--- src/hw/rtl/cxy_pkg.sv ---
// ----------------------------------------------------------------------------
// cxy_pkg
// Codes, constants and shared helpers of the CoreXY motion command controller.
// ----------------------------------------------------------------------------
package cxy_pkg;

	localparam int FEED_BITS = 16;

	// command codes
	localparam logic [1:0] FUNC_MOVE = 2'd0;
	localparam logic [1:0] FUNC_HOME = 2'd1;
	localparam logic [1:0] FUNC_DONE = 2'd2;
	localparam logic [1:0] FUNC_STOP = 2'd3;

	// controller modes
	localparam logic [2:0] MODE_IDLE   = 3'd0;
	localparam logic [2:0] MODE_MOVING = 3'd1;
	localparam logic [2:0] MODE_HOME_Z = 3'd2;
	localparam logic [2:0] MODE_HOME_X = 3'd3;
	localparam logic [2:0] MODE_HOME_Y = 3'd4;

	// result status
	localparam logic [1:0] ST_ACCEPT = 2'd0;
	localparam logic [1:0] ST_BUSY   = 2'd1;
	localparam logic [1:0] ST_OOB    = 2'd2;

	// homing start command
	localparam logic [1:0] HM_NONE = 2'd0;
	localparam logic [1:0] HM_A    = 2'd1;
	localparam logic [1:0] HM_B    = 2'd2;
	localparam logic [1:0] HM_Z    = 2'd3;

	// finished motor select
	localparam logic [1:0] MSEL_A    = 2'd0;
	localparam logic [1:0] MSEL_B    = 2'd1;
	localparam logic [1:0] MSEL_Z    = 2'd2;
	localparam logic [1:0] MSEL_NONE = 2'd3;

	localparam logic [2:0] FLAGS_ALL = 3'b111;

	// register map indexes
	localparam logic [2:0] REG_REL   = 3'd0;
	localparam logic [2:0] REG_MAX_X = 3'd1;
	localparam logic [2:0] REG_MAX_Y = 3'd2;
	localparam logic [2:0] REG_MAX_Z = 3'd3;
	localparam logic [2:0] REG_SPM_A = 3'd4;
	localparam logic [2:0] REG_SPM_B = 3'd5;
	localparam logic [2:0] REG_SPM_Z = 3'd6;

	localparam int MAX_XY_RESET = 56320;
	localparam int MAX_Z_RESET  = 64000;
	localparam int SPM_XY_RESET = 80;
	localparam int SPM_Z_RESET  = 400;
	localparam logic [FEED_BITS-1:0] FEED_RESET = 16'd1000;

	typedef struct packed {
		logic [2:0] mode;
		logic [1:0] hm;
		logic [2:0] pend;
	} home_step_t;

	// pick the next axis to home, Z first, then X, then Y
	function automatic home_step_t next_home(input logic [2:0] pend);
		home_step_t r;
		r.pend = pend;
		r.mode = MODE_IDLE;
		r.hm   = HM_NONE;
		if (pend[2]) begin
			r.pend[2] = 1'b0;
			r.mode    = MODE_HOME_Z;
			r.hm      = HM_Z;
		end else if (pend[0]) begin
			r.pend[0] = 1'b0;
			r.mode    = MODE_HOME_X;
			r.hm      = HM_A;
		end else if (pend[1]) begin
			r.pend[1] = 1'b0;
			r.mode    = MODE_HOME_Y;
			r.hm      = HM_B;
		end
		return r;
	endfunction

endpackage

--- src/hw/rtl/cxy_if.sv ---
// ----------------------------------------------------------------------------
// cxy_cmd_if / cxy_res_if
// Valid/ready channels carrying commands into and results out of the block.
// ----------------------------------------------------------------------------
interface cxy_cmd_if #(
	parameter int COORD_BITS = 23
);
	logic                  valid;
	logic                  ready;
	logic [1:0]            func;
	logic signed [COORD_BITS:0] coord_x;
	logic signed [COORD_BITS:0] coord_y;
	logic signed [COORD_BITS:0] coord_z;
	logic [2:0]            axis_mask;
	logic [15:0]           feedrate;
	logic [1:0]            motor_sel;
	logic                  motor_ok;

	modport source (
		output valid, func, coord_x, coord_y, coord_z, axis_mask, feedrate,
			motor_sel, motor_ok,
		input  ready
	);
	modport sink (
		input  valid, func, coord_x, coord_y, coord_z, axis_mask, feedrate,
			motor_sel, motor_ok,
		output ready
	);
endinterface


--- src/hw/rtl/cxy_cmd_stage.sv ---
// ----------------------------------------------------------------------------
// cxy_cmd_stage
// Input register: captures a request, tracks the feedrate in force and forms
// the feed-times-steps-per-mm products for the rate dividers.
// ----------------------------------------------------------------------------
module cxy_cmd_stage
	import cxy_pkg::*;
#(
	parameter int COORD_BITS = 23,
	parameter int SPM_BITS   = 12
) (
	input  logic                       clk,
	input  logic                       arst_n,
	cxy_cmd_if.sink                    cmd,
	input  logic [SPM_BITS-1:0]        spm_a,
	input  logic [SPM_BITS-1:0]        spm_b,
	input  logic [SPM_BITS-1:0]        spm_z,
	input  logic                       advance,
	output logic                       valid_s1,
	output logic [1:0]                 func_s1,
	output logic signed [COORD_BITS:0] coord_x_s1,
	output logic signed [COORD_BITS:0] coord_y_s1,
	output logic signed [COORD_BITS:0] coord_z_s1,
	output logic [2:0]                 mask_s1,
	output logic [1:0]                 sel_s1,
	output logic                       ok_s1,
	output logic [FEED_BITS+SPM_BITS-1:0] prod_a_s1,
	output logic [FEED_BITS+SPM_BITS-1:0] prod_b_s1,
	output logic [FEED_BITS+SPM_BITS-1:0] prod_z_s1
);

	localparam int FW = FEED_BITS + SPM_BITS;

	logic [FEED_BITS-1:0] feed_q;
	logic [FEED_BITS-1:0] feed_nxt;
	logic                 accept;

	assign cmd.ready = !valid_s1 || advance;
	assign accept    = cmd.valid && cmd.ready;

	// a nonzero feedrate on any move replaces the one in force
	assign feed_nxt = (cmd.func == FUNC_MOVE && cmd.feedrate != '0) ? cmd.feedrate : feed_q;

	always_ff @(posedge clk or negedge arst_n) begin
		if (!arst_n) begin
			valid_s1 <= 1'b0;
			feed_q   <= FEED_RESET;
		end else begin
			if (accept) begin
				valid_s1 <= 1'b1;
				feed_q   <= feed_nxt;
			end else if (advance) begin
				valid_s1 <= 1'b0;
			end
		end
	end

	always_ff @(posedge clk) begin
		if (accept) begin
			func_s1    <= cmd.func;
			coord_x_s1 <= cmd.coord_x;
			coord_y_s1 <= cmd.coord_y;
			coord_z_s1 <= cmd.coord_z;
			mask_s1    <= cmd.axis_mask;
			sel_s1     <= cmd.motor_sel;
			ok_s1      <= cmd.motor_ok;
			prod_a_s1  <= FW'(feed_nxt) * FW'(spm_a);
			prod_b_s1  <= FW'(feed_nxt) * FW'(spm_b);
			prod_z_s1  <= FW'(feed_nxt) * FW'(spm_z);
		end
	end

endmodule

--- src/flat_wrapper.sv ---
// flat-port wrapper written by rule: the top's interface ports become plain ports
module cxy_cmd_stage_flat import cxy_pkg::*;
#(
	parameter int COORD_BITS = 23,
	parameter int SPM_BITS   = 12
)
  (clk, arst_n, spm_a, spm_b, spm_z, advance, valid_s1, func_s1, coord_x_s1, coord_y_s1, coord_z_s1, mask_s1, sel_s1, ok_s1, prod_a_s1, prod_b_s1, prod_z_s1, cmd_valid, cmd_func, cmd_coord_x, cmd_coord_y, cmd_coord_z, cmd_axis_mask, cmd_feedrate, cmd_motor_sel, cmd_motor_ok, cmd_ready);
  cxy_cmd_if #(.COORD_BITS(COORD_BITS)) cmd_i ();
  input  logic clk;
  input  logic arst_n;
  input  logic [SPM_BITS-1:0] spm_a;
  input  logic [SPM_BITS-1:0] spm_b;
  input  logic [SPM_BITS-1:0] spm_z;
  input  logic advance;
  output logic valid_s1;
  output logic [1:0] func_s1;
  output logic signed [COORD_BITS:0] coord_x_s1;
  output logic signed [COORD_BITS:0] coord_y_s1;
  output logic signed [COORD_BITS:0] coord_z_s1;
  output logic [2:0] mask_s1;
  output logic [1:0] sel_s1;
  output logic ok_s1;
  output logic [FEED_BITS+SPM_BITS-1:0] prod_a_s1;
  output logic [FEED_BITS+SPM_BITS-1:0] prod_b_s1;
  output logic [FEED_BITS+SPM_BITS-1:0] prod_z_s1;
  input wire logic [$bits(cmd_i.valid)-1:0] cmd_valid;
  input wire logic [$bits(cmd_i.func)-1:0] cmd_func;
  input wire logic [$bits(cmd_i.coord_x)-1:0] cmd_coord_x;
  input wire logic [$bits(cmd_i.coord_y)-1:0] cmd_coord_y;
  input wire logic [$bits(cmd_i.coord_z)-1:0] cmd_coord_z;
  input wire logic [$bits(cmd_i.axis_mask)-1:0] cmd_axis_mask;
  input wire logic [$bits(cmd_i.feedrate)-1:0] cmd_feedrate;
  input wire logic [$bits(cmd_i.motor_sel)-1:0] cmd_motor_sel;
  input wire logic [$bits(cmd_i.motor_ok)-1:0] cmd_motor_ok;
  output wire logic [$bits(cmd_i.ready)-1:0] cmd_ready;
  assign cmd_i.valid = cmd_valid;
  assign cmd_i.func = cmd_func;
  assign cmd_i.coord_x = cmd_coord_x;
  assign cmd_i.coord_y = cmd_coord_y;
  assign cmd_i.coord_z = cmd_coord_z;
  assign cmd_i.axis_mask = cmd_axis_mask;
  assign cmd_i.feedrate = cmd_feedrate;
  assign cmd_i.motor_sel = cmd_motor_sel;
  assign cmd_i.motor_ok = cmd_motor_ok;
  assign cmd_ready = cmd_i.ready;
  cxy_cmd_stage #(.COORD_BITS(COORD_BITS), .SPM_BITS(SPM_BITS)) u_core (.clk(clk), .arst_n(arst_n), .cmd(cmd_i), .spm_a(spm_a), .spm_b(spm_b), .spm_z(spm_z), .advance(advance), .valid_s1(valid_s1), .func_s1(func_s1), .coord_x_s1(coord_x_s1), .coord_y_s1(coord_y_s1), .coord_z_s1(coord_z_s1), .mask_s1(mask_s1), .sel_s1(sel_s1), .ok_s1(ok_s1), .prod_a_s1(prod_a_s1), .prod_b_s1(prod_b_s1), .prod_z_s1(prod_z_s1));
endmodule
--- config.mk ---
export PLATFORM = sky130hd
export DESIGN_NAME = cxy_cmd_stage_flat
export DESIGN_NICKNAME = d
export VERILOG_FILES = /design/src/hw/rtl/cxy_pkg.sv /design/src/hw/rtl/cxy_if.sv /design/src/hw/rtl/cxy_cmd_stage.sv /design/src/flat_wrapper.sv
export SDC_FILE = /design/constraint.sdc
export NUM_CORES = 1
export LEC_CHECK = 0
export CORE_MARGIN = 2
export CORE_UTILIZATION = 67
export DETAILED_ROUTE_END_ITERATION = 10
export DONT_BUFFER_PORTS = 1
export PLACE_DENSITY = 0.83
export SYNTH_ARGS = -nofsm -noshare
export SYNTH_HDL_FRONTEND = slang
export SYNTH_SLANG_ARGS = --single-unit
export TNS_END_PERCENT = 5
--- constraint.sdc ---
create_clock -name clk -period 7.1 [get_ports clk]
set_clock_uncertainty 0.15 [all_clocks]
set_input_delay 1.42 -clock clk [delete_from_list [all_inputs] [get_ports clk]]
set_output_delay 1.42 -clock clk [all_outputs]
set_load 0.02 [all_outputs]
# == Word-level counts from Yosys, hierarchy flattened ==
# Index checks and enable logic that the tools add are counted.
# W data, S select, Z words.
# totals
ff_bits,181
output_inout_bits,166
word_cells,25
# op_classes
reduce_logical,7
n_mux,3
mul,3
# ops
cell,n
$mul A16 B12 Y28,3
$mux W16,1
$reduce_bool A16 Y1,1
$logic_and A1 B1 Y1,2
$logic_not A2 Y1,1
$mux W1,2
$reduce_bool A2 Y1,1
$logic_not A1 Y1,1
$logic_or A1 B1 Y1,1

# == Longest topological paths before layout ==
# depth
word_depth,4
ltp_mapped,27
mapped_depth_nobuf,24

# == Worst setup path before layout ==
# No wires, ideal clock.
# synth_timing
path_kind,input to register
start,in cmd_feedrate[6]
end,"reg u_core.prod_a_s1[24], data pin"
path_stages,25
required_time_ns,6.692
arrival_time_ns,7.421
setup_slack_ns,-0.729
cell_sequence,nor4_1 > nand4_1 > and2_1 > buf_2 > buf_2 > o21ai_1 > clkbuf_1 > nand2_1 > fa_1 > inv_1 > fa_1 > fa_1 > fa_1 > inv_1 > fa_1 > inv_1 > ha_1 > a21o_1 > a31o_1 > a221o_1 > a221oi_2 > o21ai_2 > a21o_1 > a21oi_2 > xnor2_1
# synth_between
elab_chain_cells,4
# synth_rtl
item,line,text
"start, declared",flat_wrapper.sv:32,input wire logic [$bits(cmd_i.feedrate)-1:0] cmd_feedrate;
$reduce_bool A16 Y1,cxy_cmd_stage.sv:42,assign feed_nxt = (cmd.func == FUNC_MOVE && cmd.feedrate != '0) ? cmd.feedrate : feed_q;
$logic_and A1 B1 Y1,cxy_cmd_stage.sv:42,
$mux W16 *,cxy_cmd_stage.sv:42,
$mul A16 B12 Y28 *,cxy_cmd_stage.sv:67,prod_a_s1 <= FW'(feed_nxt) * FW'(spm_a);
"end signal, assigned",cxy_cmd_stage.sv:67,
"end, declared",cxy_cmd_stage.sv:27,"output logic [FEED_BITS+SPM_BITS-1:0] prod_a_s1,"
# Every way passes the cells marked *; elsewhere a longest branch is shown, timed or not.
# A chain may end at the register's enable or synchronous reset.

# == Worst setup path in the final report ==
# layout_timing
start,in cmd_feedrate[4]
end,"reg u_core.prod_z_s1[27], data pin"
# layout_between
elab_chain_cells,4
# layout_rtl
item,line,text
$reduce_bool A16 Y1,cxy_cmd_stage.sv:42,
$logic_and A1 B1 Y1,cxy_cmd_stage.sv:42,
$mux W16 *,cxy_cmd_stage.sv:42,
$mul A16 B12 Y28 *,cxy_cmd_stage.sv:69,prod_z_s1 <= FW'(feed_nxt) * FW'(spm_z);
"end signal, assigned",cxy_cmd_stage.sv:69,
"end, declared",cxy_cmd_stage.sv:29,output logic [FEED_BITS+SPM_BITS-1:0] prod_z_s1
# Marked as above.

==> reports/qor.yml <==
status: "finished with violations"
violations: "setup timing"
synth_top_family_by_area: "adder cells"
drive_gt1_frac: 0.1490
multiInputGateArea_um2: 16780
dr.first_iter.drc_count: 1167
fin_ws_ps: -63.90
pre_cts_slack_ps: -712.8
cts_root_buf: "clkbuf_16"
globalplace.congestion: 0.9057
die_h_um: 193.5
r2r-start: "u_core.feed_q[6]"
path_class: "in -> reg"
synthAdderAreaFrac: 0.4527
finalHoldViolCount: 0
io_pins: 302
routed-wl-met3_um: 4550
tns_ps: -212.8
die-area_um2: 37420
grt_max_degree: 99
cp_data_arrival_time_ps: 7360
synth_nets: 3169
max_cap_viol_count: 0
rsz0062_at_grt: "true"
path_max_fanout: 13
synth_most_common_cell: "inv_1"
async_reset_ff_frac: 0.09392
grt_pass1_wl_um: 96570
htreeDepth: 4
area_delta_synth_final_pct: 14.08
synthCells: 2415
hpwl_um: 44010
cp-end-kind: "flip-flop"
drt_wl_total_um: 58330
max_slew_margin: 0.5349
avgSynthCellArea_um2: 9.957
track_usage: 0.3227
fp-row-count: 69
min_period_over_period: 1.009
overflow: 0
muxShareOfSynthArea: 0.01446
max_freq_mhz: 139.6
die-width_um: 193.5
io_buffers: 0
synth_xor_area_frac: 0.02331
synth.cell_area_um2: 24050
start_kind: "primary input"
synth-simple-area-share: 0.1364
max-clock-path-buffers: 2
synth.area.top_cells: "fa_1 35%, edfxtp_1 20%, ha_1 10%"
clk_latency_ps: 490
cts_tree: "built"
required_ps: 7290
synth_edf_count: 164
antenna_found_initial: 0
postRouteAntennaNets: 0
wl_per_cell_um: 19.10
first_pass_iters: 5
ctsHoldBuffers: 0
clk_pin_slew_worst_paths_ps: 80
setup_viol: 7
fillerInstances: 2121
cts.sinks: 181
regArea_um2: 5358
drc: 0
crit_start: "cmd_feedrate[4]"
seq_area_frac_synth: 0.2228
cts_inserted_buffers: 17
nets: 3332
tightest_slew_ps: 697.6
core_um2: 35480
ys.warnings.count: 0
vias_per_cell: 5.767
min_period_ps: 7164
yosysTopAreaCell: "fa_1"
yosys.cell_types.count: 58
hold_path_class: "reg -> reg"
finalMaxSlewViolations: 0
ys_ff_latch: 181
yosys.area.top_type_share: 0.3497
finalNonFillerCells: 3053
highest_layer: "met4"
synth_ff_type: "edfxtp_1"
grt_pass1_vias: 20110
vias: 17610
wl_met1_um: 21350
place_inst: 2994
worstHoldStart: "u_core.feed_q[11]"
synth_compound_area_frac: 0.05099
initial_core_util: 0.6777
yosys-top-cells-count: "539 x inv_1, 420 x fa_1, 403 x nand2_1"
dr_wl_met2_um: 30260
-- stage by stage --
step	area [um^2]	hold WS, ps	utilization
floorplan	24240	326.7	-
global placement	26100	335.4	0.7354
detailed placement	26100	345.1	0.7354
CTS	27120	368.3	0.7642
global route	27430	382.0	0.7731
finish	27430	375.4	0.7732
-- routing by layer --
layer | track usage | vias up
li1 | - | 7677
met1 | 0.3864 | 8831
met2 | 0.5700 | 899
met3 | 0.06729 | 200
met4 | 0.1309 | 0
met5 | 0 | -
-- cell usage in the layout, fill, tap and decap left out, drive strengths merged, types with 10 or more instances in the layout --
master and n:
o21ai 38, nor2b 10, inv 545, nand2 403, ha 198, and2 206, fa 420, nor2 29
nand4 10, mux2 31, edfxtp 164, a21oi 62, clkbuf 17, buf 237, xnor2 45, dfrtp 11
a21o 33, xor2 19
-- logic make-up (layout without fill, tap and decap cells) --
kind of cell             Yosys count  after routing
AO/OA/AOI/OAI                    188            188
XOR/XNOR                          64             64
adder cells (fa/ha/maj)          618            618
buffers and inverters            635            810
flip-flops                       181            181
multiplexers                      31             32
other                              0              1
AND/OR/NAND/NOR                  698            698
-- cell type report --
type	count	share of cell area
diodes	1	0.00009122
clock buffers	17	0.01551
clock inverters	15	0.007388
inverters	539	0.07375
multi-input cells	1600	0.6118
flip-flops and latches	181	0.1953
well taps	461	0.02103
repair buffers	239	0.07516
-- worst max-delay path, cell delays in order --
cell and delay, ps:
nor4_2 260, nand4_1 160, and2_4 200, mux2_4 380
buf_12 180, and2_1 200, fa_1 570, inv_1 80
fa_1 530, inv_1 50, fa_2 440, fa_1 490
inv_1 50, fa_1 470, inv_1 40, ha_2 190
a21oi_4 180, o21ai_2 80, a211o_1 290, a41o_1 230
a21oi_2 200, a21oi_2 90, or4_4 480, nand3_2 80
-- what timing repair did --
item                       4_1_cts  5_1_grt
gates cloned                     5        0
pin swaps                       29       35
setup buffers                   13        8
setup endpoints to repair       22       33
resized for setup               25       54
-- flip-flops by register name (all words and copies together) (netlist names) --
name,count
u_core.feed_q,16
u_core.coord_x_s1,24
u_core.func_s1,2
u_core.coord_z_s1,24
u_core.sel_s1,2
u_core.ok_s1,1
u_core.valid_s1,1
u_core.prod_z_s1,28
u_core.coord_y_s1,24
u_core.mask_s1,3
u_core.prod_b_s1,28
u_core.prod_a_s1,28
-- final timing paths --
path / endpoint / slack [ps] / cells after the start
max: u_core.prod_z_s1[27] / -60 / 24
min: u_core.feed_q[11] / 380 / 1
max reg2reg: u_core.prod_a_s1[26] / 1090 / 20
min reg2reg: u_core.feed_q[11] / 380 / 1
max in group asynchronous: u_core.feed_q[5] / 6150 / 0
min in group asynchronous: u_core.feed_q[14] / 460 / 0
Power is left out: the tool's default activity adds up to more than one toggle a clock period on the data nets, which glitch-free logic cannot reach.
