===== src/hw/rtl/cxy_pkg.sv =====
// ----------------------------------------------------------------------------
// cxy_pkg
// Codes, constants and shared helpers of the CoreXY motion command controller.
// ----------------------------------------------------------------------------
package cxy_pkg;

	localparam int FEED_BITS = 16;

	// command codes
	localparam logic [1:0] FUNC_MOVE = 2'd0;
	localparam logic [1:0] FUNC_HOME = 2'd1;
	localparam logic [1:0] FUNC_DONE = 2'd2;
	localparam logic [1:0] FUNC_STOP = 2'd3;

	// controller modes
	localparam logic [2:0] MODE_IDLE   = 3'd0;
	localparam logic [2:0] MODE_MOVING = 3'd1;
	localparam logic [2:0] MODE_HOME_Z = 3'd2;
	localparam logic [2:0] MODE_HOME_X = 3'd3;
	localparam logic [2:0] MODE_HOME_Y = 3'd4;

	// result status
	localparam logic [1:0] ST_ACCEPT = 2'd0;
	localparam logic [1:0] ST_BUSY   = 2'd1;
	localparam logic [1:0] ST_OOB    = 2'd2;

	// homing start command
	localparam logic [1:0] HM_NONE = 2'd0;
	localparam logic [1:0] HM_A    = 2'd1;
	localparam logic [1:0] HM_B    = 2'd2;
	localparam logic [1:0] HM_Z    = 2'd3;

	// finished motor select
	localparam logic [1:0] MSEL_A    = 2'd0;
	localparam logic [1:0] MSEL_B    = 2'd1;
	localparam logic [1:0] MSEL_Z    = 2'd2;
	localparam logic [1:0] MSEL_NONE = 2'd3;

	localparam logic [2:0] FLAGS_ALL = 3'b111;

	// register map indexes
	localparam logic [2:0] REG_REL   = 3'd0;
	localparam logic [2:0] REG_MAX_X = 3'd1;
	localparam logic [2:0] REG_MAX_Y = 3'd2;
	localparam logic [2:0] REG_MAX_Z = 3'd3;
	localparam logic [2:0] REG_SPM_A = 3'd4;
	localparam logic [2:0] REG_SPM_B = 3'd5;
	localparam logic [2:0] REG_SPM_Z = 3'd6;

	localparam int MAX_XY_RESET = 56320;
	localparam int MAX_Z_RESET  = 64000;
	localparam int SPM_XY_RESET = 80;
	localparam int SPM_Z_RESET  = 400;
	localparam logic [FEED_BITS-1:0] FEED_RESET = 16'd1000;

	typedef struct packed {
		logic [2:0] mode;
		logic [1:0] hm;
		logic [2:0] pend;
	} home_step_t;

	// pick the next axis to home, Z first, then X, then Y
	function automatic home_step_t next_home(input logic [2:0] pend);
		home_step_t r;
		r.pend = pend;
		r.mode = MODE_IDLE;
		r.hm   = HM_NONE;
		if (pend[2]) begin
			r.pend[2] = 1'b0;
			r.mode    = MODE_HOME_Z;
			r.hm      = HM_Z;
		end else if (pend[0]) begin
			r.pend[0] = 1'b0;
			r.mode    = MODE_HOME_X;
			r.hm      = HM_A;
		end else if (pend[1]) begin
			r.pend[1] = 1'b0;
			r.mode    = MODE_HOME_Y;
			r.hm      = HM_B;
		end
		return r;
	endfunction

endpackage


===== src/hw/rtl/cxy_cfg_regs.sv =====
// ----------------------------------------------------------------------------
// cxy_cfg_regs
// APB register bank: move mode, axis bounds and motor steps per mm.
// ----------------------------------------------------------------------------
module cxy_cfg_regs
	import cxy_pkg::*;
#(
	parameter int COORD_BITS = 23,
	parameter int SPM_BITS   = 12
) (
	input  logic                  clk,
	input  logic                  arst_n,
	input  logic                  psel,
	input  logic                  penable,
	input  logic                  pwrite,
	input  logic [4:0]            paddr,
	input  logic [31:0]           pwdata,
	output logic [31:0]           prdata,
	output logic                  pready,
	output logic                  relative_mode,
	output logic [COORD_BITS-1:0] max_x,
	output logic [COORD_BITS-1:0] max_y,
	output logic [COORD_BITS-1:0] max_z,
	output logic [SPM_BITS-1:0]   spm_a,
	output logic [SPM_BITS-1:0]   spm_b,
	output logic [SPM_BITS-1:0]   spm_z
);

	logic                  rel_q;
	logic [COORD_BITS-1:0] max_x_q, max_y_q, max_z_q;
	logic [SPM_BITS-1:0]   spm_a_q, spm_b_q, spm_z_q;
	logic                  wr_en;
	logic [2:0]            idx;

	assign pready = 1'b1;
	assign wr_en  = psel && penable && pwrite;
	assign idx    = paddr[4:2];

	always_ff @(posedge clk or negedge arst_n) begin
		if (!arst_n) begin
			rel_q   <= 1'b0;
			max_x_q <= COORD_BITS'(MAX_XY_RESET);
			max_y_q <= COORD_BITS'(MAX_XY_RESET);
			max_z_q <= COORD_BITS'(MAX_Z_RESET);
			spm_a_q <= SPM_BITS'(SPM_XY_RESET);
			spm_b_q <= SPM_BITS'(SPM_XY_RESET);
			spm_z_q <= SPM_BITS'(SPM_Z_RESET);
		end else if (wr_en) begin
			case (idx)
				REG_REL:   rel_q   <= pwdata[0];
				REG_MAX_X: max_x_q <= pwdata[COORD_BITS-1:0];
				REG_MAX_Y: max_y_q <= pwdata[COORD_BITS-1:0];
				REG_MAX_Z: max_z_q <= pwdata[COORD_BITS-1:0];
				REG_SPM_A: spm_a_q <= pwdata[SPM_BITS-1:0];
				REG_SPM_B: spm_b_q <= pwdata[SPM_BITS-1:0];
				REG_SPM_Z: spm_z_q <= pwdata[SPM_BITS-1:0];
				default: ;
			endcase
		end
	end

	always_comb begin
		case (idx)
			REG_REL:   prdata = 32'(rel_q);
			REG_MAX_X: prdata = 32'(max_x_q);
			REG_MAX_Y: prdata = 32'(max_y_q);
			REG_MAX_Z: prdata = 32'(max_z_q);
			REG_SPM_A: prdata = 32'(spm_a_q);
			REG_SPM_B: prdata = 32'(spm_b_q);
			REG_SPM_Z: prdata = 32'(spm_z_q);
			default:   prdata = '0;
		endcase
	end

	assign relative_mode = rel_q;
	assign max_x = max_x_q;
	assign max_y = max_y_q;
	assign max_z = max_z_q;
	assign spm_a = spm_a_q;
	assign spm_b = spm_b_q;
	assign spm_z = spm_z_q;

endmodule


===== config.mk =====
export PLATFORM = sky130hd
export DESIGN_NAME = cxy_cfg_regs
export DESIGN_NICKNAME = d
export VERILOG_FILES = /design/src/hw/rtl/cxy_pkg.sv /design/src/hw/rtl/cxy_cfg_regs.sv
export SDC_FILE = /design/constraint.sdc
export NUM_CORES = 1
export LEC_CHECK = 0
export ABC_AREA = 1
export ABC_CLOCK_PERIOD_IN_PS = 1700
export BUFFER_PORTS_ARGS = -buffer_cell sky130_fd_sc_hd__clkbuf_2
export CAP_MARGIN = 20
export CORE_MARGIN = 1.5
export CORE_UTILIZATION = 36
export DETAILED_ROUTE_END_ITERATION = 16
export GPL_ROUTABILITY_DRIVEN = 0
export PLACE_DENSITY = 0.64
export SYNTH_ARGS = -nofsm -noshare
export SYNTH_HDL_FRONTEND = slang
export SYNTH_SLANG_ARGS = --single-unit

===== constraint.sdc =====
create_clock -name clk -period 1.7 [get_ports clk]
set_clock_uncertainty 0.2 [all_clocks]
set_input_delay 0.085 -clock clk [delete_from_list [all_inputs] [get_ports clk]]
set_output_delay 0.085 -clock clk [all_outputs]
set_load 0.03 [all_outputs]

======== After elaboration in Yosys (flattened, before gate mapping) ========
Index checks and enable logic that the tools add are counted.
word-level totals
  bits of input ports ..................... 42
  output and inout bits ................... 139
  register bits after elaboration ......... 106
operators by class
  equal/unequal tests ..................... 6
  reduce and logical (&&, ||, !) cells .... 10
  mux-type cells .......................... 1
operator list
  operator              count
  $pmux W23 S7          1
  $reduce_and A2 Y1     7
  $eq A3 B3 Y1 const B  3
  $eq A3 B2 Y1 const B  2
  $eq A3 B1 Y1 const B  1
  $logic_not A3 Y1      1
  $logic_and A1 B1 Y1   2

======== Longest topological paths before layout ========
Gate-level depths: netlist of the first run.
  depth in word-level cells ............... 3
  mapped depth ............................ 7

======== Least setup slack after synthesis of the first run ========
Ideal clock, no wire load.
  kind .................................... reg-to-output
  from .................................... register spm_z_q[8], in the netlist spm_z[8]
  to ...................................... output port prdata[8]
  arrival ................................. 1.042 ns
  stages on the path, launching flop included .. 5
  slack ................................... 0.373 ns
  cells stage by stage .................... dfstp_2 -> nand4_1 -> nand2_1 -> nor2_1 -> nand2_1
between the ends
  word-level cells in the longest chain between the ends .. 1
RTL lines
  what                    RTL line            RTL
  start, declared         cxy_cfg_regs.sv:31  logic [SPM_BITS-1:0] spm_a_q, spm_b_q, spm_z_q;
  start signal, assigned  cxy_cfg_regs.sv:47  spm_z_q <= SPM_BITS'(SPM_Z_RESET);
  start signal, assigned  cxy_cfg_regs.sv:56  REG_SPM_Z: spm_z_q <= pwdata[SPM_BITS-1:0];
  $pmux W23 S7            cxy_cfg_regs.sv:63  case (idx)
  end, declared           cxy_cfg_regs.sv:18  output logic [31:0] prdata,
No other way between the ends.

======== Final worst setup path of the first run ========
Ends and elaborated chain as after synthesis.

==> results of run 1 <==
==> per-stage QoR <==
stage,hold slack [ns],utilization (%),power [mW]
after detailed placement,-0.138,44.9,6.14
after global placement,-0.140,44.9,6.10
after global routing,0.0703,49.5,8.95
after floorplan,-0.411,-,5.16
final,0.0282,49.5,8.58
after CTS,0.0343,49.2,8.58
==> worst min path at each step <==
stage          startpoint  slack [ns]        to  cells past startpoint
2_1_floorplan      arst_n       -0.41  max_x[0]                      0
3_3_place_gp       arst_n       -0.14  spm_a[5]                      1
3_5_place_dp       arst_n       -0.14  spm_b[7]                      1
4_1_cts            arst_n        0.03  spm_b[7]                      2
5_1_grt            arst_n        0.07  spm_a[5]                      2
6_report           arst_n        0.03  spm_a[5]                      2
==> routing by layer <==
metal / vias to the layer above / share of wire, % / global-route usage [%]
li1: 2462 / - / -
met1: 2470 / 43 / 27.5
met2: 180 / 50 / 37.2
met3: 28 / 4.9 / 3.62
met4: 0 / 2.6 / 9.38
met5: - / 0 / 0
==> cell families after synthesis <==
family / share of synthesized area, %
other: 0.146
flip-flops: 52.3
buffers and inverters: 8.66
AND/OR/NAND/NOR: 28.5
AO/OA/AOI/OAI: 10.4
==> registers in the layout, indices dropped and copies added, names as in the netlist <==
name           cells
max_x             23
max_y             23
max_z             23
spm_a             12
spm_b             12
spm_z             12
relative_mode      1
==> layout by cell type, fill, tap and decap left out, drive strengths merged <==
cell         instances
buf                 40
nor3                 1
dlygate4sd3         24
dfstp               23
nand4               49
inv                 40
nor2                19
nand3               29
nand2              238
bufinv               3
clkinv               3
conb                10
o21ai              107
dfrtp               83
clkbuf             162
==> what timing repair did <==
| action | in CTS | in global routing |
|---|---|---|
| hold endpoints to repair | 194 | 0 |
| gates resized for setup | 4 | 16 |
| pin swaps | 0 | 7 |
| hold buffers | 24 | 0 |
| endpoints found under the setup margin | 3 | 6 |
| setup buffers | 0 | 2 |
==> final cells by class <==
type	count	area, um2	share of cell area [%]
Multi-Input combinational cell	453	2040	29.8
Timing Repair Buffer	216	1430	20.8
Inverter	40	150	2.19
Tap cell	180	225	3.28
Sequential cell	106	2680	39.0
Clock inverter	6	104	1.51
Clock buffer	10	239	3.48
==> power by group <==
| group | internal, mW | total (mW) | switching [mW] |
|---|---|---|---|
| clock network | 1.47 | 2.40 | 0.926 |
| registers | 3.07 | 3.49 | 0.425 |
| logic | 0.760 | 2.69 | 1.93 |
| total | 5.30 | 8.58 | 3.28 |
==> out/qor.yml, run 1 <==
die:
  start_util_pct: 37.0
  die-area_mm2: 0.0150
  row_count: 43
  pin_count: 181
  die_w_um: 122
  core-area_mm2: 0.0139
  die_h_um: 122
drt:
  drt_iter0_markers: 371
  dr.pass1.iters: 5
  wl_per_cell_um: 16.0
  drt_wl_total_mm: 16.2
  ant_nets: 0
  drc: 0
  dr_total_vias: 5140
  avgViaCountPerCell: 5.08
placement:
  dpl_cell_area_mm2: 0.00623
  io_buffers: 159
  pre_cts_ws_ns: 0.0899
  dp_hpwl_mm: 11.7
  post-place-cells: 969
sta:
  max_freq_mhz: 607
  final_hold_viol_count: 0
  relSlewSlack_pct: 39.6
  finalSetupTns_ns: 0
  period_share_pct: 96.9
  slew_viol_final: 0
  worst_pin_slew_ns: 0.902
  period_needed_ns: 1.65
  finalWorstSetupSlack_ns: 0.0526
  grt_setup_unrepaired: "no"
  finalSetupViolations: 0
power:
  vdd_drop_max_mv: 0.606
  p_leak_nw: 3.70
  power_density_mw_per_mm2: 1250
clocking:
  numCtsBuffers: 9
  cts_buffer_depth: 2
  cts_tree: "built"
  clock_latency_ns: 0.35
  clock_sinks: 106
  cts-root-buf: "clkbuf_16"
  htreeDepth: 3
  path_clk_slew_ns: 0.07
global_route:
  grt_max_degree: 38
  first_global_vias: 4961
  grt_pass1_wl_mm: 25.3
  antenna_found_initial: 0
  grt.overflow.total: 0
  track_usage_pct: 21.9
synthesis:
  synth_most_common_cell: "nand2_1"
  ys_async_sr_fraction_pct: 100
  synth-edff-count: 0
  netlist.area_leader.share_pct: 40.5
  seq_area_frac_synth_pct: 52.3
  yosys_register_bits: 106
  synth_area_mm2: 0.00513
  synthTopCellsByArea: "dfrtp_1 (40%), nand2_1 (17%), dfstp_2 (12%), nand4_1 (6.0%), o21ai_0 (5.8%)"
  yosys.area.top_type: "dfrtp_1"
  synthFlopType: "dfrtp_1"
  ys_types: 21
  synth.top_cells.by_count: "nand2_1 (234), dfrtp_1 (83), o21ai_0 (59), nand4_1 (49), o21ai_1 (48)"
  synth_cells: 645
  synth.avg_cell_area_um2: 7.95
  synth_warnings: 0
setup_path:
  arrival_ns: 1.36
  rr_endpoint: "spm_z[4]"
  critPathLaunch: "spm_z[8]"
  crit_end: "prdata[8]"
  crit_cells: 5
  path_buf_inv: 1
  cpLargestDelayFamily: "flip-flops"
  endpoint_kind: "output port"
  reg2reg_from: "spm_z[4]"
  critPathKind: "reg -> out"
  worstRegToRegCells: 3
  critPathSlowestCell: "dfstp_2"
  crit_top_cell: "nand2_1"
  r2r_slack_ns: 0.66
  cpPeakStageDelay_ns: 0.54
  crit_fanout: 3
  start_kind: "register"
  required_ns: 1.41
  crit_chain: "nand4_1 > nand2_1 > nor2_1 > nand2_1 > clkbuf_2"
run_status:
  status: "complete, no violations"
layout:
  area_growth_pct: 33.9
  nets: 868
  design_area_mm2: 0.00687
  antennaDiodeCount: 0
  n_fill_cell: 1355
  fin_cells: 1011
  drive_gt1_share_pct: 29.6
job:
  drv_cap: 0
min_path:
  hp-class: "in -> async"
Note: power is estimated with default switching activity, not from simulation.
==> run 2: changes to the inputs <==
REMOVE_ABC_BUFFERS = 1   (was default)
==> run 2 against run 1 <==
Against the previous run: total power fell by 6.0%; largest power group unchanged; wire length decreased by 0.72%; worst hold slack gained 0.0026 ns; combinational power down 2%; flip-flop and latch count unchanged; sequential share of layout area rose by 0.37 points; non-clock buffer count increased by 9; largest cell class unchanged; utilization is 0.46 points lower; global-route usage up 0.12 points.
==> out/qor.yml, run 2 (synthesis results as in run 1) <==
run_status:
  status: "complete, no violations"
global_route:
  grt_pass1_wl_mm: 25.2  # -0.38%
  grt.overflow.total: 0  # unchanged
  track_usage_pct: 22.0  # +0.12 points
  antenna_found_initial: 0  # unchanged
  first_global_vias: 4717  # -4.9%
  grt_max_degree: 41  # +7.9%
die:
  die_w_um: 122  # unchanged
  core-area_mm2: 0.0139  # unchanged
  start_util_pct: 37.0  # unchanged
  die-area_mm2: 0.0150  # unchanged
  die_h_um: 122  # unchanged
  row_count: 43  # unchanged
  pin_count: 181  # unchanged
drt:
  drc: 0  # unchanged
  drt_wl_total_mm: 16.1  # -0.72%
  avgViaCountPerCell: 4.98  # -2.0%
  dr.pass1.iters: 5  # unchanged
  wl_per_cell_um: 15.8  # -1.6%
  ant_nets: 0  # unchanged
  dr_total_vias: 5080  # -1.2%
  drt_iter0_markers: 243  # -35%
placement:
  dp_hpwl_mm: 11.5  # -1.5%
  dpl_cell_area_mm2: 0.00627  # +0.60%
  io_buffers: 159  # unchanged
clocking:
  clock_latency_ns: 0.36  # about the same
  numCtsBuffers: 9  # unchanged
  cts_buffer_depth: 2  # unchanged
  cts-root-buf: "clkbuf_16"
  clock_sinks: 106  # unchanged
  htreeDepth: 3  # unchanged
  path_clk_slew_ns: 0.07  # about the same
  cts_tree: "built"
layout:
  layout_commonest_cell: "nand2_1"
  drive_gt1_share_pct: 29.8  # +0.16 points
  layout_common_cells: "nand2_1 (234), clkbuf_2 (152), dfrtp_1 (83)"
  n_fill_cell: 1383  # +2.1%
  design_area_mm2: 0.00681  # -0.93%
  nets: 877  # +1.0%
  antennaDiodeCount: 0  # unchanged
  area_growth_pct: 32.7
sta:
  period_share_pct: 96.2  # -0.72 points
  slew_viol_final: 0  # unchanged
  hold_ws_ns: 0.0308  # +0.00260 ns
  period_needed_ns: 1.64  # -0.0122 ns
  max_freq_mhz: 612  # +0.75%
  finalSetupViolations: 0  # unchanged
  final_hold_viol_count: 0  # unchanged
setup_path:
  start_kind: "register"
  endpoint_kind: "output port"
  crit_fanout: 3  # unchanged
  required_ns: 1.41  # about the same
  arrival_ns: 1.35  # about the same
  critPathKind: "reg -> out"
power:
  seq_power_share_pct: 43.2  # +2.5 points
  power_density_mw_per_mm2: 1180  # -5.2%
  p_sw_mw: 3.21  # -1.9%
  p_leak_nw: 3.69  # -0.18%
  p_sw_share_pct: 39.9  # +1.7 points
  vdd_drop_max_mv: 0.491  # -19%
  p_clk_share_pct: 24.1  # -3.8 points
  intPower_mw: 4.84  # -8.6%
  combPwrFrac_pct: 32.7  # +1.4 points
job:
  drv_cap: 0  # unchanged
min_path:
  hp-class: "in -> async"
run 2: worst paths after layout:
kind | startpoint | cells after the start | to | slack, ns
worst max-delay path | spm_z[8] | 5 | prdata[8] | 0.06
worst min-delay path | arst_n | 2 | max_x[7] | 0.03
worst max register to register | spm_z[7] | 3 | spm_z[7] | 0.66
worst min register to register | max_y[11] | 2 | max_y[11] | 0.28
max in group asynchronous | arst_n | 3 | spm_a[6] | 0.63
min in group clk | penable | 5 | spm_b[6] | 0.08
run 2: worst max-delay path, cell delays in order (launching register included):
cell and delay [ns]:
dfstp_2 0.55, nand4_1 0.09, nand2_1 0.08, nor2_1 0.04, nand2_1 0.05, clkbuf_2 0.19
run 2: what timing repair did:
item	in CTS	in global routing
setup buffers	0	1
gates resized for setup	0	18
hold buffers	24	0
endpoints found under the hold margin	200	0
endpoints found under the setup margin	0	6
run 2: metal layers:
| metal | part of all wire, % | up-vias | GRT usage [%] |
|---|---|---|---|
| met2 | 50 | 149 | 37.0 |
| met3 | 4.7 | 13 | 3.67 |
| met1 | 44 | 2452 | 29.5 |
| li1 | - | 2466 | - |
| met4 | 1.2 | 0 | 5.67 |
| met5 | 0 | - | 0 |
run 2: layout make-up:
type | instances | area (um2) | area share (%)
Tap cell | 180 | 225 | 3.31
Inverter | 40 | 150 | 2.21
Multi-Input combinational cell | 453 | 2030 | 29.9
Timing Repair Buffer | 225 | 1450 | 21.3
Clock inverter | 4 | 20.0 | 0.294
Sequential cell | 106 | 2680 | 39.4
Clock buffer | 12 | 246 | 3.62
run 2: metrics by stage:
step           setup WS [ns]  power (mW)  TNS (ns)  utilization [%]  instances
6_report              0.0649        8.06         0             49.0       1020
2_1_floorplan         -0.313        5.09    -15.88                -        599
4_1_cts               0.0352        8.10         0             48.8       1019
3_5_place_dp          0.0996        6.11         0             45.2        979
3_3_place_gp           0.126        6.07         0             45.2        979
5_1_grt              -0.0146        8.50   -0.0146             49.0       1020
run 2: power by group through the flow:
stage | registers (mW) | clock network, mW | logic [mW]
after floorplan | 4.38 | 0 | 0.712
after global placement | 3.53 | 0 | 2.54
after detailed placement | 3.53 | 0 | 2.58
after CTS | 3.49 | 1.98 | 2.63
after global routing | 3.55 | 2.10 | 2.85
final | 3.48 | 1.94 | 2.63
==> run 3: changes to the inputs <==
GPL_TIMING_DRIVEN = 0   (was default)
==> run 3 against run 2 <==
Against the previous run: combinational power about the same; via count down 2.5%; setup slack worse by 0.0039 ns; sequential share of layout area about the same; die area unchanged; design area about the same; non-clock buffer count down 25; worst hold slack better by 0.030 ns; maximum frequency down 0.24%; critical endpoint is now prdata[4]; largest power group unchanged.
==> out/qor.yml, run 3 (synthesis results as in run 1) <==
run_status:
  status: "complete, no violations"
drt:
  wl_met2_mm: 7.85  # -2.4%
  avgViaCountPerCell: 4.97  # -0.23%
  ant_nets: 0  # unchanged
  dr.pass1.iters: 5  # unchanged
  drt_iter0_markers: 292  # +20%
  highest_layer: "met4"
  wl_per_cell_um: 16.6  # +5.3%
  drt-met1-wl_mm: 7.47  # +5.1%
  dr_total_vias: 4954  # -2.5%
  drc: 0  # unchanged
  drt_wl_total_mm: 16.6  # +2.9%
  wl_met3_um: 887  # +17%
layout:
  antennaDiodeCount: 0  # unchanged
  design_area_mm2: 0.00681  # about the same
  n_fill_cell: 1383  # unchanged
  nets: 854  # -2.6%
  drive_gt1_share_pct: 28.8  # -1.0 points
  layout_common_cells: "nand2_1 (234), clkbuf_2 (149), dfrtp_1 (83)"
  area_growth_pct: 32.8  # about the same
  layout_commonest_cell: "nand2_1"
power:
  power.total_mw: 8.26  # +2.6%
  vdd_drop_max_mv: 0.674  # +37%
  p_leak_nw: 3.61  # -2.1%
  power_density_mw_per_mm2: 1210  # +2.5%
setup_path:
  start_kind: "register"
  crit_fanout: 3  # unchanged
  critPathKind: "reg -> out"
  arrival_ns: 1.35  # about the same
  required_ns: 1.41  # about the same
  endpoint_kind: "output port"
sta:
  max_freq_mhz: 610  # -0.24%
  finalSetupViolations: 0  # unchanged
  period_share_pct: 96.4  # +0.23 points
  slew_viol_final: 0  # unchanged
  final_hold_viol_count: 0  # unchanged
  grt_setup_unrepaired: "yes"
  worst_pin_slew_ns: 0.839
  period_needed_ns: 1.64  # +0.00391 ns
  relSlewSlack_pct: 44.1
clocking:
  htreeDepth: 3  # unchanged
  numCtsBuffers: 9  # unchanged
  clock_latency_ns: 0.35  # about the same
  clock_sinks: 106  # unchanged
  cts_tree: "built"
  cts_buffer_depth: 2  # unchanged
  path_clk_slew_ns: 0.07  # about the same
  cts-root-buf: "clkbuf_16"
min_path:
  hp-class: "in -> reg"
global_route:
  antenna_found_initial: 0  # unchanged
  grt.overflow.total: 0  # unchanged
  grt_max_degree: 107  # +160%
  track_usage_pct: 23.2  # +1.2 points
  grt_pass1_wl_mm: 26.1  # +3.5%
  first_global_vias: 4675  # -0.89%
job:
  drv_cap: 0  # unchanged
die:
  row_count: 43  # unchanged
  start_util_pct: 37.0  # unchanged
  die_h_um: 122  # unchanged
  die_w_um: 122  # unchanged
  die-area_mm2: 0.0150  # unchanged
  core-area_mm2: 0.0139  # unchanged
  pin_count: 181  # unchanged
placement:
  dp_hpwl_mm: 9.85  # -14%
  io_buffers: 159  # unchanged
  dpl_cell_area_mm2: 0.00595  # -5.1%
[run 3: critical path: stages, from the launching register on]
cell and delay (ns):
dfstp_2 0.55, nand4_1 0.09, nand2_1 0.09, nor2_1 0.04
nand2_1 0.05, clkbuf_4 0.18
[run 3: area by class of cell]
cell class	count	area, um2	area share (%)
tap	180	225	3.31
sequential	106	2680	39.4
timing repair inverter	2	15.0	0.220
timing repair buffer	200	1320	19.4
inverter	40	168	2.46
clock buffer	9	225	3.31
multi-input combinational	453	2100	30.9
clock inverter	7	75.1	1.10
[run 3: power breakdown]
group | switching (mW) | total, mW | internal (mW)
sequential | 0.393 | 3.46 | 3.07
combinational | 1.91 | 2.66 | 0.746
clock | 0.989 | 2.14 | 1.15
[run 3: layer usage]
layer,vias to the layer above,global-route usage [%]
li1,2425,-
met1,2349,32.3
met2,157,36.9
met3,23,3.25
met4,0,8.58
met5,-,0
[run 3: path summary, 6_finish.rpt]
path | from | to | slack, ns | depth (start not counted)
min in group asynchronous | arst_n | max_x[13] | 0.23 | 2
hold / removal | penable | spm_z[9] | 0.06 | 4
max in group asynchronous | arst_n | max_y[2] | 0.51 | 2
setup / recovery | spm_z[4] | prdata[4] | 0.06 | 5
setup reg to reg | max_y[15] | max_y[15] | 0.71 | 2
hold reg to reg | max_y[11] | max_y[11] | 0.29 | 2
[run 3: timing repair]
action,CTS,global route
endpoints found under the setup margin,129,45
gates resized for setup,24,26
hold endpoints to repair,189,0
buffers inserted,14,1
hold buffers,24,0
pin swaps,3,5
gates cloned,2,0
[run 3: metrics by stage]
| stage | utilization [%] | setup TNS [ns] | instances | hold slack (ns) | setup WS [ns] |
|---|---|---|---|---|---|
| after floorplan | - | -15.88 | 599 | -0.411 | -0.313 |
| after global routing | 49.1 | -0.670 | 997 | 0.0871 | -0.0611 |
| final | 49.1 | 0 | 997 | 0.0607 | 0.0609 |
| after CTS | 48.6 | 0 | 996 | 0.0430 | 0.00914 |
| after global placement | 42.4 | -300.91 | 938 | 0.125 | -1.96 |
| after detailed placement | 42.9 | -184.43 | 940 | 0.0574 | -2.08 |
